$ cat src/hw/rtl/sha1bs_pkg.sv
// sha1bs_pkg: shared constants and control struct of the sha-1 byte stream hasher
`default_nettype none

package sha1bs_pkg;

  // round constants
  localparam logic [31:0] SHA_K0 = 32'h5a827999;
  localparam logic [31:0] SHA_K1 = 32'h6ed9eba1;
  localparam logic [31:0] SHA_K2 = 32'h8f1bbcdc;
  localparam logic [31:0] SHA_K3 = 32'hca62c1d6;

  // initial chaining value, index 0 first
  localparam logic [0:4][31:0] IV_WORDS = {
    32'h67452301, 32'hefcdab89, 32'h98badcfe, 32'h10325476, 32'hc3d2e1f0
  };

  localparam logic [7:0] PAD_MARK  = 8'h80;
  localparam logic [5:0] LEN_POS   = 6'd56;
  localparam logic [5:0] FILL_LAST = 6'd63;

  localparam logic [6:0] ROUND_LAST = 7'd79;
  localparam logic [6:0] ROUND_B1   = 7'd20;
  localparam logic [6:0] ROUND_B2   = 7'd40;
  localparam logic [6:0] ROUND_B3   = 7'd60;

  localparam logic [2:0] WORD_LAST = 3'd4;

  localparam logic OP_APPEND = 1'b0;
  localparam logic OP_FINISH = 1'b1;

  // sequencer to datapath
  typedef struct packed {
    logic       put_byte;
    logic [7:0] byte_val;
    logic       load_work;
    logic       round_en;
    logic [6:0] round_idx;
    logic       fold;
    logic       reload_iv;
    logic [2:0] word_idx;
  } sha1bs_ctl_t;

endpackage

`default_nettype wire

$ cat src/hw/rtl/sha1bs_if.sv
// sha1bs_if: valid/ready channels for message items and digest items
`default_nettype none

interface sha1bs_msg_if;
  logic       valid;
  logic       ready;
  logic       operation;
  logic [7:0] data_byte;

  modport source(output valid, output operation, output data_byte, input ready);
  modport sink(input valid, input operation, input data_byte, output ready);
endinterface

interface sha1bs_digest_if;
  logic        valid;
  logic        ready;
  logic [31:0] digest_word;
  logic [2:0]  word_index;
  logic        last;

  modport source(output valid, output digest_word, output word_index, output last,
                 input ready);
  modport sink(input valid, input digest_word, input word_index, input last,
               output ready);
endinterface

`default_nettype wire

$ cat src/hw/rtl/sha1_byte_stream_hasher_top.sv
// sha1_byte_stream_hasher_top: sha-1 hasher over a stream of message bytes
`default_nettype none

// SHA-1 over a byte stream. Each msg item either appends data_byte to the
// message (operation 0) or finishes it (operation 1); a finish item pads the
// message, compresses the last block(s) and returns five digest items, H0
// first, with last set on the fifth; the hasher then starts over from the
// initial value. An append item leaves the hasher ready for the next one, except the
// one that fills a 64-byte block, which is followed by a busy stretch (80 rounds
// through the single shared round adder, then one fold into the chaining words).
// A finish item puts 9 to 72 padding bytes, one per cycle except while the
// rounds and the fold run for each of the one or two blocks it closes, and then the five
// digest items, one per cycle while digest.ready is high. msg.ready is low
// for the whole time an item is being worked on.
module sha1_byte_stream_hasher_top (
  input wire              clk,
  input wire              rst,
  sha1bs_msg_if.sink      msg,
  sha1bs_digest_if.source digest
);
  import sha1bs_pkg::*;

  sha1bs_ctl_t ctl;
  logic [31:0] w_cur;

  // sequencer: handshakes, byte counting, padding and round count
  sha1bs_ctrl u_ctrl (
    .clk        (clk),
    .rst        (rst),
    .in_valid   (msg.valid),
    .in_ready   (msg.ready),
    .operation  (msg.operation),
    .data_byte  (msg.data_byte),
    .out_valid  (digest.valid),
    .out_ready  (digest.ready),
    .word_index (digest.word_index),
    .last       (digest.last),
    .ctl        (ctl)
  );

  // block buffer, shifted by bytes while loading and by words while hashing
  sha1bs_sched u_sched (
    .clk   (clk),
    .ctl   (ctl),
    .w_cur (w_cur)
  );

  // round unit and chaining words; digest word picked by word index
  sha1bs_core u_core (
    .clk         (clk),
    .rst         (rst),
    .ctl         (ctl),
    .w_cur       (w_cur),
    .digest_word (digest.digest_word)
  );

endmodule

`default_nettype wire

$ cat src/hw/rtl/sha1bs_sched.sv
// sha1bs_sched: 64-byte block buffer and message schedule as one shift line
`default_nettype none

module sha1bs_sched (
  input  wire                      clk,
  input  sha1bs_pkg::sha1bs_ctl_t  ctl,
  output logic [31:0]              w_cur
);
  import sha1bs_pkg::*;

  // word slot s sits at bits 511-32s downto 480-32s, slot 0 is the current word
  logic [511:0] blk;
  logic [31:0]  w_mix;

  assign w_cur = blk[511:480];
  assign w_mix = blk[511-32*13 -: 32] ^ blk[511-32*8 -: 32]
               ^ blk[511-32*2 -: 32] ^ blk[511:480];

  always_ff @(posedge clk) begin
    if (ctl.put_byte) begin
      blk <= {blk[503:0], ctl.byte_val};
    end else if (ctl.round_en) begin
      blk <= {blk[479:0], w_mix[30:0], w_mix[31]};
    end
  end

endmodule

`default_nettype wire

$ cat src/hw/rtl/sha1bs_core.sv
// sha1bs_core: working variables, shared round unit and chaining words
`default_nettype none

module sha1bs_core (
  input  wire                      clk,
  input  wire                      rst,
  input  sha1bs_pkg::sha1bs_ctl_t  ctl,
  input  wire  [31:0]              w_cur,
  output logic [31:0]              digest_word
);
  import sha1bs_pkg::*;

  logic [31:0] h [5];
  logic [31:0] a, b, c, d, e;
  logic [31:0] f, k, t;

  // round function and constant by round group
  always_comb begin
    if (ctl.round_idx < ROUND_B1) begin
      f = d ^ (b & (c ^ d));
      k = SHA_K0;
    end else if (ctl.round_idx < ROUND_B2) begin
      f = b ^ c ^ d;
      k = SHA_K1;
    end else if (ctl.round_idx < ROUND_B3) begin
      f = (b & c) | (d & (b | c));
      k = SHA_K2;
    end else begin
      f = b ^ c ^ d;
      k = SHA_K3;
    end
    t = {a[26:0], a[31:27]} + f + e + k + w_cur;
  end

  always_ff @(posedge clk) begin
    if (ctl.load_work) begin
      a <= h[0];
      b <= h[1];
      c <= h[2];
      d <= h[3];
      e <= h[4];
    end else if (ctl.round_en) begin
      e <= d;
      d <= c;
      c <= {b[1:0], b[31:2]};
      b <= a;
      a <= t;
    end
  end

  always_ff @(posedge clk) begin
    if (rst || ctl.reload_iv) begin
      for (int i = 0; i < 5; i++) begin
        h[i] <= IV_WORDS[i];
      end
    end else if (ctl.fold) begin
      h[0] <= h[0] + a;
      h[1] <= h[1] + b;
      h[2] <= h[2] + c;
      h[3] <= h[3] + d;
      h[4] <= h[4] + e;
    end
  end

  always_comb begin
    case (ctl.word_idx)
      3'd0:    digest_word = h[0];
      3'd1:    digest_word = h[1];
      3'd2:    digest_word = h[2];
      3'd3:    digest_word = h[3];
      default: digest_word = h[4];
    endcase
  end

endmodule

`default_nettype wire

$ cat src/hw/rtl/sha1bs_ctrl.sv
// sha1bs_ctrl: sequencer for byte loading, padding, rounds and digest output
`default_nettype none

module sha1bs_ctrl (
  input  wire                      clk,
  input  wire                      rst,
  input  wire                      in_valid,
  output logic                     in_ready,
  input  wire                      operation,
  input  wire  [7:0]               data_byte,
  output logic                     out_valid,
  input  wire                      out_ready,
  output logic [2:0]               word_index,
  output logic                     last,
  output sha1bs_pkg::sha1bs_ctl_t  ctl
);
  import sha1bs_pkg::*;

  typedef enum logic [4:0] {
    S_IDLE  = 5'b00001,
    S_PAD   = 5'b00010,
    S_ROUND = 5'b00100,
    S_FOLD  = 5'b01000,
    S_EMIT  = 5'b10000
  } state_t;

  state_t      state;
  logic [5:0]  fill;
  logic [31:0] msg_bytes;
  logic [63:0] len_sr;
  logic        finishing, mark_done, len_phase, pad_done;
  logic [6:0]  round_cnt;
  logic [2:0]  word_cnt;

  logic       accept, append, finish, len_byte, block_full, out_take;
  logic [7:0] pad_byte;

  assign in_ready   = (state == S_IDLE);
  assign out_valid  = (state == S_EMIT);
  assign word_index = word_cnt;
  assign last       = (word_cnt == WORD_LAST);

  assign accept   = in_valid && in_ready;
  assign append   = accept && (operation == OP_APPEND);
  assign finish   = accept && (operation == OP_FINISH);
  assign out_take = out_valid && out_ready;
  // length bytes fill the last eight places of the final block
  assign len_byte = mark_done && (len_phase || fill == LEN_POS);
  assign pad_byte = !mark_done ? PAD_MARK : (len_byte ? len_sr[63:56] : 8'h00);

  always_comb begin
    ctl.put_byte  = append || (state == S_PAD);
    ctl.byte_val  = (state == S_PAD) ? pad_byte : data_byte;
    ctl.load_work = 1'b0;
    ctl.round_en  = (state == S_ROUND);
    ctl.round_idx = round_cnt;
    ctl.fold      = (state == S_FOLD);
    ctl.reload_iv = out_take && last;
    ctl.word_idx  = word_cnt;
    block_full    = ctl.put_byte && (fill == FILL_LAST);
    ctl.load_work = block_full;
  end

  always_ff @(posedge clk) begin
    if (rst) begin
      state     <= S_IDLE;
      fill      <= '0;
      msg_bytes <= '0;
      finishing <= 1'b0;
      mark_done <= 1'b0;
      len_phase <= 1'b0;
      pad_done  <= 1'b0;
      round_cnt <= '0;
      word_cnt  <= '0;
    end else begin
      if (ctl.put_byte) begin
        fill <= fill + 6'd1;
      end
      unique case (state)
        S_IDLE: begin
          if (append) begin
            msg_bytes <= msg_bytes + 32'd1;
            if (block_full) begin
              state     <= S_ROUND;
              round_cnt <= '0;
            end
          end else if (finish) begin
            msg_bytes <= '0;
            finishing <= 1'b1;
            mark_done <= 1'b0;
            len_phase <= 1'b0;
            pad_done  <= 1'b0;
            state     <= S_PAD;
          end
        end
        S_PAD: begin
          mark_done <= 1'b1;
          if (len_byte) begin
            len_phase <= 1'b1;
            if (fill == FILL_LAST) begin
              pad_done <= 1'b1;
            end
          end
          if (block_full) begin
            state     <= S_ROUND;
            round_cnt <= '0;
          end
        end
        S_ROUND: begin
          round_cnt <= round_cnt + 7'd1;
          if (round_cnt == ROUND_LAST) begin
            state <= S_FOLD;
          end
        end
        S_FOLD: begin
          if (pad_done) begin
            state <= S_EMIT;
          end else if (finishing) begin
            state <= S_PAD;
          end else begin
            state <= S_IDLE;
          end
        end
        S_EMIT: begin
          if (out_take) begin
            if (last) begin
              word_cnt  <= '0;
              finishing <= 1'b0;
              pad_done  <= 1'b0;
              state     <= S_IDLE;
            end else begin
              word_cnt <= word_cnt + 3'd1;
            end
          end
        end
        default: state <= S_IDLE;
      endcase
    end
  end

  // bit length of the message, shifted out a byte at a time
  always_ff @(posedge clk) begin
    if (finish) begin
      len_sr <= {29'd0, msg_bytes, 3'd0};
    end else if ((state == S_PAD) && len_byte) begin
      len_sr <= {len_sr[55:0], 8'h00};
    end
  end

endmodule

`default_nettype wire

$ cat src/flat_wrapper.sv
// flat-port wrapper written by rule: the top's interface ports become plain ports
module sha1_byte_stream_hasher_top_flat import sha1bs_pkg::*;
  (clk, rst, msg_valid, msg_operation, msg_data_byte, msg_ready, digest_valid, digest_digest_word, digest_word_index, digest_last, digest_ready);
  sha1bs_msg_if msg_i ();
  sha1bs_digest_if digest_i ();
  input wire clk;
  input wire rst;
  input wire logic [$bits(msg_i.valid)-1:0] msg_valid;
  input wire logic [$bits(msg_i.operation)-1:0] msg_operation;
  input wire logic [$bits(msg_i.data_byte)-1:0] msg_data_byte;
  output wire logic [$bits(msg_i.ready)-1:0] msg_ready;
  output wire logic [$bits(digest_i.valid)-1:0] digest_valid;
  output wire logic [$bits(digest_i.digest_word)-1:0] digest_digest_word;
  output wire logic [$bits(digest_i.word_index)-1:0] digest_word_index;
  output wire logic [$bits(digest_i.last)-1:0] digest_last;
  input wire logic [$bits(digest_i.ready)-1:0] digest_ready;
  assign msg_i.valid = msg_valid;
  assign msg_i.operation = msg_operation;
  assign msg_i.data_byte = msg_data_byte;
  assign msg_ready = msg_i.ready;
  assign digest_valid = digest_i.valid;
  assign digest_digest_word = digest_i.digest_word;
  assign digest_word_index = digest_i.word_index;
  assign digest_last = digest_i.last;
  assign digest_i.ready = digest_ready;
  sha1_byte_stream_hasher_top u_core (.clk(clk), .rst(rst), .msg(msg_i), .digest(digest_i));
endmodule
$ cat config.mk
export PLATFORM = sky130hd
export DESIGN_NAME = sha1_byte_stream_hasher_top_flat
export DESIGN_NICKNAME = d
export VERILOG_FILES = /design/src/hw/rtl/sha1bs_pkg.sv /design/src/hw/rtl/sha1bs_if.sv /design/src/hw/rtl/sha1_byte_stream_hasher_top.sv /design/src/hw/rtl/sha1bs_sched.sv /design/src/hw/rtl/sha1bs_core.sv /design/src/hw/rtl/sha1bs_ctrl.sv /design/src/flat_wrapper.sv
export SDC_FILE = /design/constraint.sdc
export NUM_CORES = 2
export LEC_CHECK = 0
export BUFFER_PORTS_ARGS = -buffer_cell sky130_fd_sc_hd__buf_4
export CORE_MARGIN = 8
export CORE_UTILIZATION = 40
export DETAILED_ROUTE_END_ITERATION = 16
export GPL_TIMING_DRIVEN = 0
export PLACE_DENSITY = 0.66
export SYNTH_ARGS = -nofsm -noshare
export SYNTH_HDL_FRONTEND = slang
export SYNTH_SLANG_ARGS = --single-unit
$ cat constraint.sdc
create_clock -name clk -period 33.6 [get_ports clk]
set_clock_uncertainty 0.15 [all_clocks]
set_input_delay 1.68 -clock clk [delete_from_list [all_inputs] [get_ports clk]]
set_output_delay 1.68 -clock clk [all_outputs]
set_load 0.02 [all_outputs]
# After elaboration in Yosys (flattened, before gate mapping)
# Memory sizes are Yosys's and may differ from the RTL's.
# Index checks and enable logic that the tools add are counted.
# op_classes
add_sub_neg	13
magnitude_cmp	3
n_eq_ne	21
muxes	62
bitwise_logic	18
reduce_logical	28
# ops
cell	count
2-to-1 mux 512 bit	2
2-to-1 mux 32 bit	22
adder 32 bit	9
bitwise XOR 32 bit	7
case mux 32 bit (4 select lines)	1
bitwise AND 32 bit	3
2-to-1 mux 35 bit	2
bitwise OR 32 bit	2
2-to-1 mux 5 bit	7
adder 32 x 1 -> 32 bit (second input constant)	1
2-to-1 mux 31 bit	1
case mux 5 bit (5 select lines)	1
2-to-1 mux 8 bit	3
case mux 7 bit (3 select lines)	1
< comparator 7 x 6 -> 1 bit (second input constant)	2
2-to-1 mux 1 bit	14
2-to-1 mux 7 bit	2
== test 6 bit (second input constant)	2
inequality test 2 x 1 -> 1 bit (second input constant)	6
nonzero test 2 bit	6
logical AND 1 bit	8
AND reduction 4 bit	2
adder 7 x 1 -> 7 bit (second input constant)	1
== test 7 bit (second input constant)	1
other kinds (26)	39
# totals
ff_bits	790
mem_bits_rw	160
word_cells	163
n_memories	1
# mem_list
memory	words	word_bits	read_ports	rd_ports_with_merged_regs	wr	line_no	source
u_core.u_core.h	5	32	5	0	5	sha1bs_core.sv:13	logic [31:0] h [5];

# Depth between registers and ports, before layout
# depth
depth_word	12
depth_mapped	24
ltp_nobuf	23

# Hierarchy
# A second synthesis with hierarchy kept.
# hier_totals
hier_cells	4339
hier_area_um2	54653.7
# modules_own_cells
mod	n_inst	cells_each	area_per_inst_um2	seq_area_each_um2
sha1bs_core	1	2502	26291.5	9609.2
sha1bs_sched	1	1246	23251.0	15374.7
sha1bs_ctrl	1	591	5111.2	2682.6

# Least setup slack after synthesis
# No wires, ideal clock.
# synth_timing
path_type	input to register
start	input port msg_operation
end	register u_core.u_sched.blk[0] (enable)
setup_ps	3667
arrival_ps	11073
required_ps	29783
path_slack_ps	18710
stages	6
cell_sequence	buf_2 nor2_1 nor2_1 clkbuf_1 clkbuf_1 nand2_1
# synth_between
elab_chain_len	4
# synth_lines
item	line_no	source
start, declared	flat_wrapper.sv:9	input wire logic [$bits(msg_i.operation)-1:0] msg_operation;
NOT 1 bit	sha1bs_ctrl.sv:44	assign append = accept && (operation == OP_APPEND);
logical AND 1 bit	sha1bs_ctrl.sv:44	
logical OR 1 bit	sha1bs_ctrl.sv:52	ctl.put_byte = append || (state == S_PAD);
nonzero test 2 bit (no source line)	-	
end signal, assigned	sha1bs_sched.sv:21	blk <= {blk[503:0], ctl.byte_val};
end signal, assigned	sha1bs_sched.sv:23	blk <= {blk[479:0], w_mix[30:0], w_mix[31]};
end, declared	sha1bs_sched.sv:12	logic [511:0] blk;
# Every way passes these cells.
# A chain may end at the register's enable or synchronous reset.

# Worst setup path in the final report
# layout_timing
start	register u_core.u_ctrl.round_cnt[4]
end	register u_core.u_core.a[31], data pin
# layout_between
elab_chain_len	10
elab_cells_between_ends	15
cone_classes	add/sub (4); order compare (3); mux (8)
# layout_lines
item	line_no	source
start, declared	sha1bs_ctrl.sv:32	logic [6:0] round_cnt;
start signal, assigned	sha1bs_ctrl.sv:110	round_cnt <= round_cnt + 7'd1;
< comparator 7 x 6 -> 1 bit	sha1bs_core.sv:25	end else if (ctl.round_idx < ROUND_B3) begin
2-to-1 mux 32 bit	sha1bs_core.sv:25	
2-to-1 mux 32 bit	sha1bs_core.sv:22	end else if (ctl.round_idx < ROUND_B2) begin
2-to-1 mux 32 bit	sha1bs_core.sv:19	if (ctl.round_idx < ROUND_B1) begin
adder 32 bit (2 in a row)	sha1bs_core.sv:32	t = {a[26:0], a[31:27]} + f + e + k + w_cur;
adder 32 bit (*) (2 in a row)	sha1bs_core.sv:32	
2-to-1 mux 32 bit (*)	sha1bs_core.sv:42	end else if (ctl.round_en) begin
2-to-1 mux 32 bit (*)	sha1bs_core.sv:36	if (ctl.load_work) begin
end signal, assigned	sha1bs_core.sv:37	a <= h[0];
end signal, assigned	sha1bs_core.sv:47	a <= t;
end, declared	sha1bs_core.sv:14	logic [31:0] a, b, c, d, e;
# Mark *: on every way between the ends. The rest lies on a longest branch, timed or not. The select of a mux whose other input is x is not followed.

==> results.txt <==
- In the final timing run, aggregate negative setup slack is 0 ns.
- Number of synthesized flops with an enable pin: 864
- Routed wire length per instance: 21.3 um
- The complex-gate fraction of the synthesized area was 0.0959.
- Kind of end point of the critical path: flop
- Setup violations remaining at the end of the flow were counted as 0.
* Final Instance Count excl. Fillers: 7570
* Maximum operating frequency: 113 MHz
- Number of buffers created by CTS: 103
- In this run, synthesis produced a sequential element count of 950.
* Leak Pwr: 24.2 nW
* Number of warnings printed during yosys synthesis: 0
- Counting distinct cell types in the post-synthesis netlist gives 87.
- Across all hold checks on the routed design, the worst slack comes to 0.304 ns.
* Count leader, synth: sky130_fd_sc_hd__nand2_1
- Of all cell types, the one taking the most synthesized area is sky130_fd_sc_hd__edfxtp_1.
* Largest family of logic cells by synthesized area: simple AND/OR/NAND/NOR gates
- Of the cells placed in the final design, the portion with a size suffix greater than 1 is 0.0502.
- Post-synthesis share of cell area spent on xor and xnor gates: 0.0462
- Setup repair after global routing left no endpoint under its margin.
- Syn nets: 5893
- By count the netlist is led by 2110 x sky130_fd_sc_hd__nand2_1, 864 x sky130_fd_sc_hd__edfxtp_1, 263 x sky130_fd_sc_hd__nor2_1.
- Slew margin rel.: 0.126
* Quantity of gates resized following cts: 0
* Worst-path cell with the longest stage delay: sky130_fd_sc_hd__a41oi_1
- Area contributors post-synth: sky130_fd_sc_hd__edfxtp_1 49%, sky130_fd_sc_hd__nand2_1 15%, sky130_fd_sc_hd__fa_1 4.7%
- After detailed routing, the total wire length is 161000 um.
- The tree is rooted in a sky130_fd_sc_hd__clkbuf_16.
- Including well taps, the total number of placed cells is 7385.
* Path type of the worst min-delay path: flop to flop
- Critical path data arrival time: 9.13 ns
* Residual overflow from global routing: 0
- Once detail routing completed, the nets flagged for antenna violations numbered 0.
- Maximum number of pins on one net before global-route repair: 72
- Gate Count Post-Synth: 5555
- The die is 381 um wide.
* DIE AREA: 145000 um^2
- Final Max Tran Viols: 0
* Vias after detailed routing: 40839
- The number of failing hold endpoints at the final stage came to 0.
- Sort of element at the start of the critical path: flop
- In this design, the stage delay of the slowest critical-path cell is 0.82 ns.
* Post-synth top area share: 0.487
- Grouping stages by cell kind, the critical path spends the most delay in compound AO/OA/AOI/OAI gates.
* DP Worst Slack: 24.85 ns
- # port buffers: 49
- Netlist Area Pre-Place: 53300 um^2
- Utilization after layout: 0.448
* Number of post-CTS setup repair buffers: 0
- Part of the Yosys area used for sequential elements: 0.519
- 0 antenna diodes ended up in the layout.
- Antenna violations before repair: 3
- Effective utilization at floorplan: 0.401
- Number of I/O pins: 51
- For this design the ratio of total power to cell area is 59.7 nW/um^2.
* Level count of the clock H-tree: 3
* Setup WS post-layout: 24.78 ns
* Adder-cell share of the synthesized area: 0.0940
* Final weighted congestion of routability-driven global placement: 0.973
- The number of global-route vias before repair came to 40300.
* Mean instance size in the synthesized netlist: 9.59 um^2
- Multiplexer fraction of the synthesized cell area: 0.00641
* Fin nets: 6060
* Crit path cell chain: clkbuf_1 > a41oi_1 > nand2_1 > nand2_1 > clkinv_1 > a221oi_1 > fa_1 > fa_1 > fa_1 > inv_1 > ha_1 > inv_1 > fa_1 > and2b_1 > o2111ai_1 > a31oi_2 > a41oi_2 > o31a_1 > o21ai_2 > a41oi_1 > o31ai_1 > xnor2_1 > o21ai_1
- The pre-antenna-repair detailed-routing pass consisted of 6 iterations.
- For this run, the leading register cell type out of synthesis is sky130_fd_sc_hd__edfxtp_1.
* Non-Filler Cell Area, Final: 59400 um^2
* Vias/cell: 5.39
* Max-Cap Viols: 0
- Clock-pin slew was measured on the worst setup and hold paths at 0.06 ns.
* DRC violation count after routing: 0
- In this run the standard cell core region covers 133000 um^2.
- TritonCTS built the clock tree.
* Post-synthesis share of cell area spent on and, or, nand and nor gates: 0.202
- Count of buffer and inverter cells on the critical path: 4
* All-layer global routing usage: 0.216
* Height of the die: 381 um
- Worst setup path category: flop to flop
* Slew of the pin with the lowest slew margin: 1.31 ns
- Clk Latency, worst-skew pair: 0.74 ns
* First-pass GRT wire length: 244000 um
- DR iter-0 viols: 4247
- Estimated wirelength of the detail-placed design: 124000 um
* Count of standard-cell rows: 134
* Crit share post-route: 0.263
- Critical Path Fanout Max: 9
- Post-DP Area: 56200 um^2
- The routed design could run at a clock period as short as 8.82 ns.
* Req. time, crit path: 33.91 ns
- The area growth from synthesis to layout is 11.6%.
* Share of flip-flops with an asynchronous set or reset: 0
- VDD sags by at most 53.5 uV.
* Sinks on Clock Net: 950
- Critical path's most frequent cell: sky130_fd_sc_hd__fa_1
* Total power draw: 3.55 mW
* Count of hold buffers inserted by post-cts repair: 0
- Number of buffers between clock root and the deepest sink: 3
- The run finished with clean final reports.
==> cells in the final DEF, fill, tap and decap left out, drive strengths merged, types with 20 or more instances in the layout <==
master and instances:
fa 125, a221oi 21, xnor2 169, o21bai 20
nor3 52, nor2 265, a21o 77, a211oi 27
ha 200, clkinv 47, nand2b 33, a22oi 64
a31oi 60, o21a 38, buf 116, mux2i 33
o21ai 197, nor2b 27, and2 23, a21oi 198
and3 28, edfxtp 864, nand2 2113, nand3 54
clkbuf 314, xor2 112, inv 263, dfxtp 86
==> logic make-up after synthesis <==
kind of cell | after synthesis
xor gates and xnor gates | 281
AOI/OAI and AO/OA | 798
muxes | 34
and+or+nand+nor | 2669
buffers and inverters | 498
adders and majority gates | 325
DFF | 950
==> sequential cells by signal, indices dropped and copies added (netlist names), 3 cells and up <==
name                      flops
u_core.u_core.h             160
u_core.u_core.b              32
u_core.u_core.c              32
u_core.u_core.a              32
u_core.u_core.e              32
u_core.u_ctrl.msg_bytes      32
u_core.u_sched.blk          512
u_core.u_ctrl.round_cnt       7
u_core.u_ctrl.state           5
u_core.u_ctrl.len_sr         61
u_core.u_core.d              32
u_core.u_ctrl.word_index      3
u_core.u_ctrl.fill            6
==> layout make-up <==
type | instances | area [um^2]
plain buffers | 237 | 956
multi-input cells | 4107 | 23700
clock inverters | 54 | 497
well taps | 1768 | 2210
repair buffers | 62 | 718
fillers | 12700 | 73400
inverters | 261 | 981
clock buffers | 131 | 2710
flip-flops and latches | 950 | 27700
==> layer usage <==
layer  vias up  GRT usage  wire [um]
met2      1613      0.356      75600
met4         4      0.102       8640
met1     19675      0.278      65100
met3       330     0.0364      12100
met5         -          0         27
li1      19217          -          -
==> worst min-delay path, cell delays in order (launching register included) <==
cell	delay, ns
sky130_fd_sc_hd__dfxtp_1	0.31
sky130_fd_sc_hd__nand2_1	0.05
sky130_fd_sc_hd__a21oi_1	0.05
==> power breakdown <==
group          internal (mW)  switching, mW  total, mW
clock                  0.611          0.503       1.11
sequential              1.57          0.128       1.69
combinational          0.244          0.498      0.742
total                   2.42           1.13       3.55
==> path summary, 6_finish.rpt <==
kind                         endpoint  cells past startpoint                       start  slack (ns)
min          u_core.u_ctrl.len_sr[53]                      2    u_core.u_ctrl.len_sr[45]        0.30
max               u_core.u_core.a[31]                     23  u_core.u_ctrl.round_cnt[4]       24.78
max reg2reg       u_core.u_core.a[31]                     23  u_core.u_ctrl.round_cnt[4]       24.78
min reg2reg  u_core.u_ctrl.len_sr[53]                      2    u_core.u_ctrl.len_sr[45]        0.30
(Power assumes the default switching activity.)
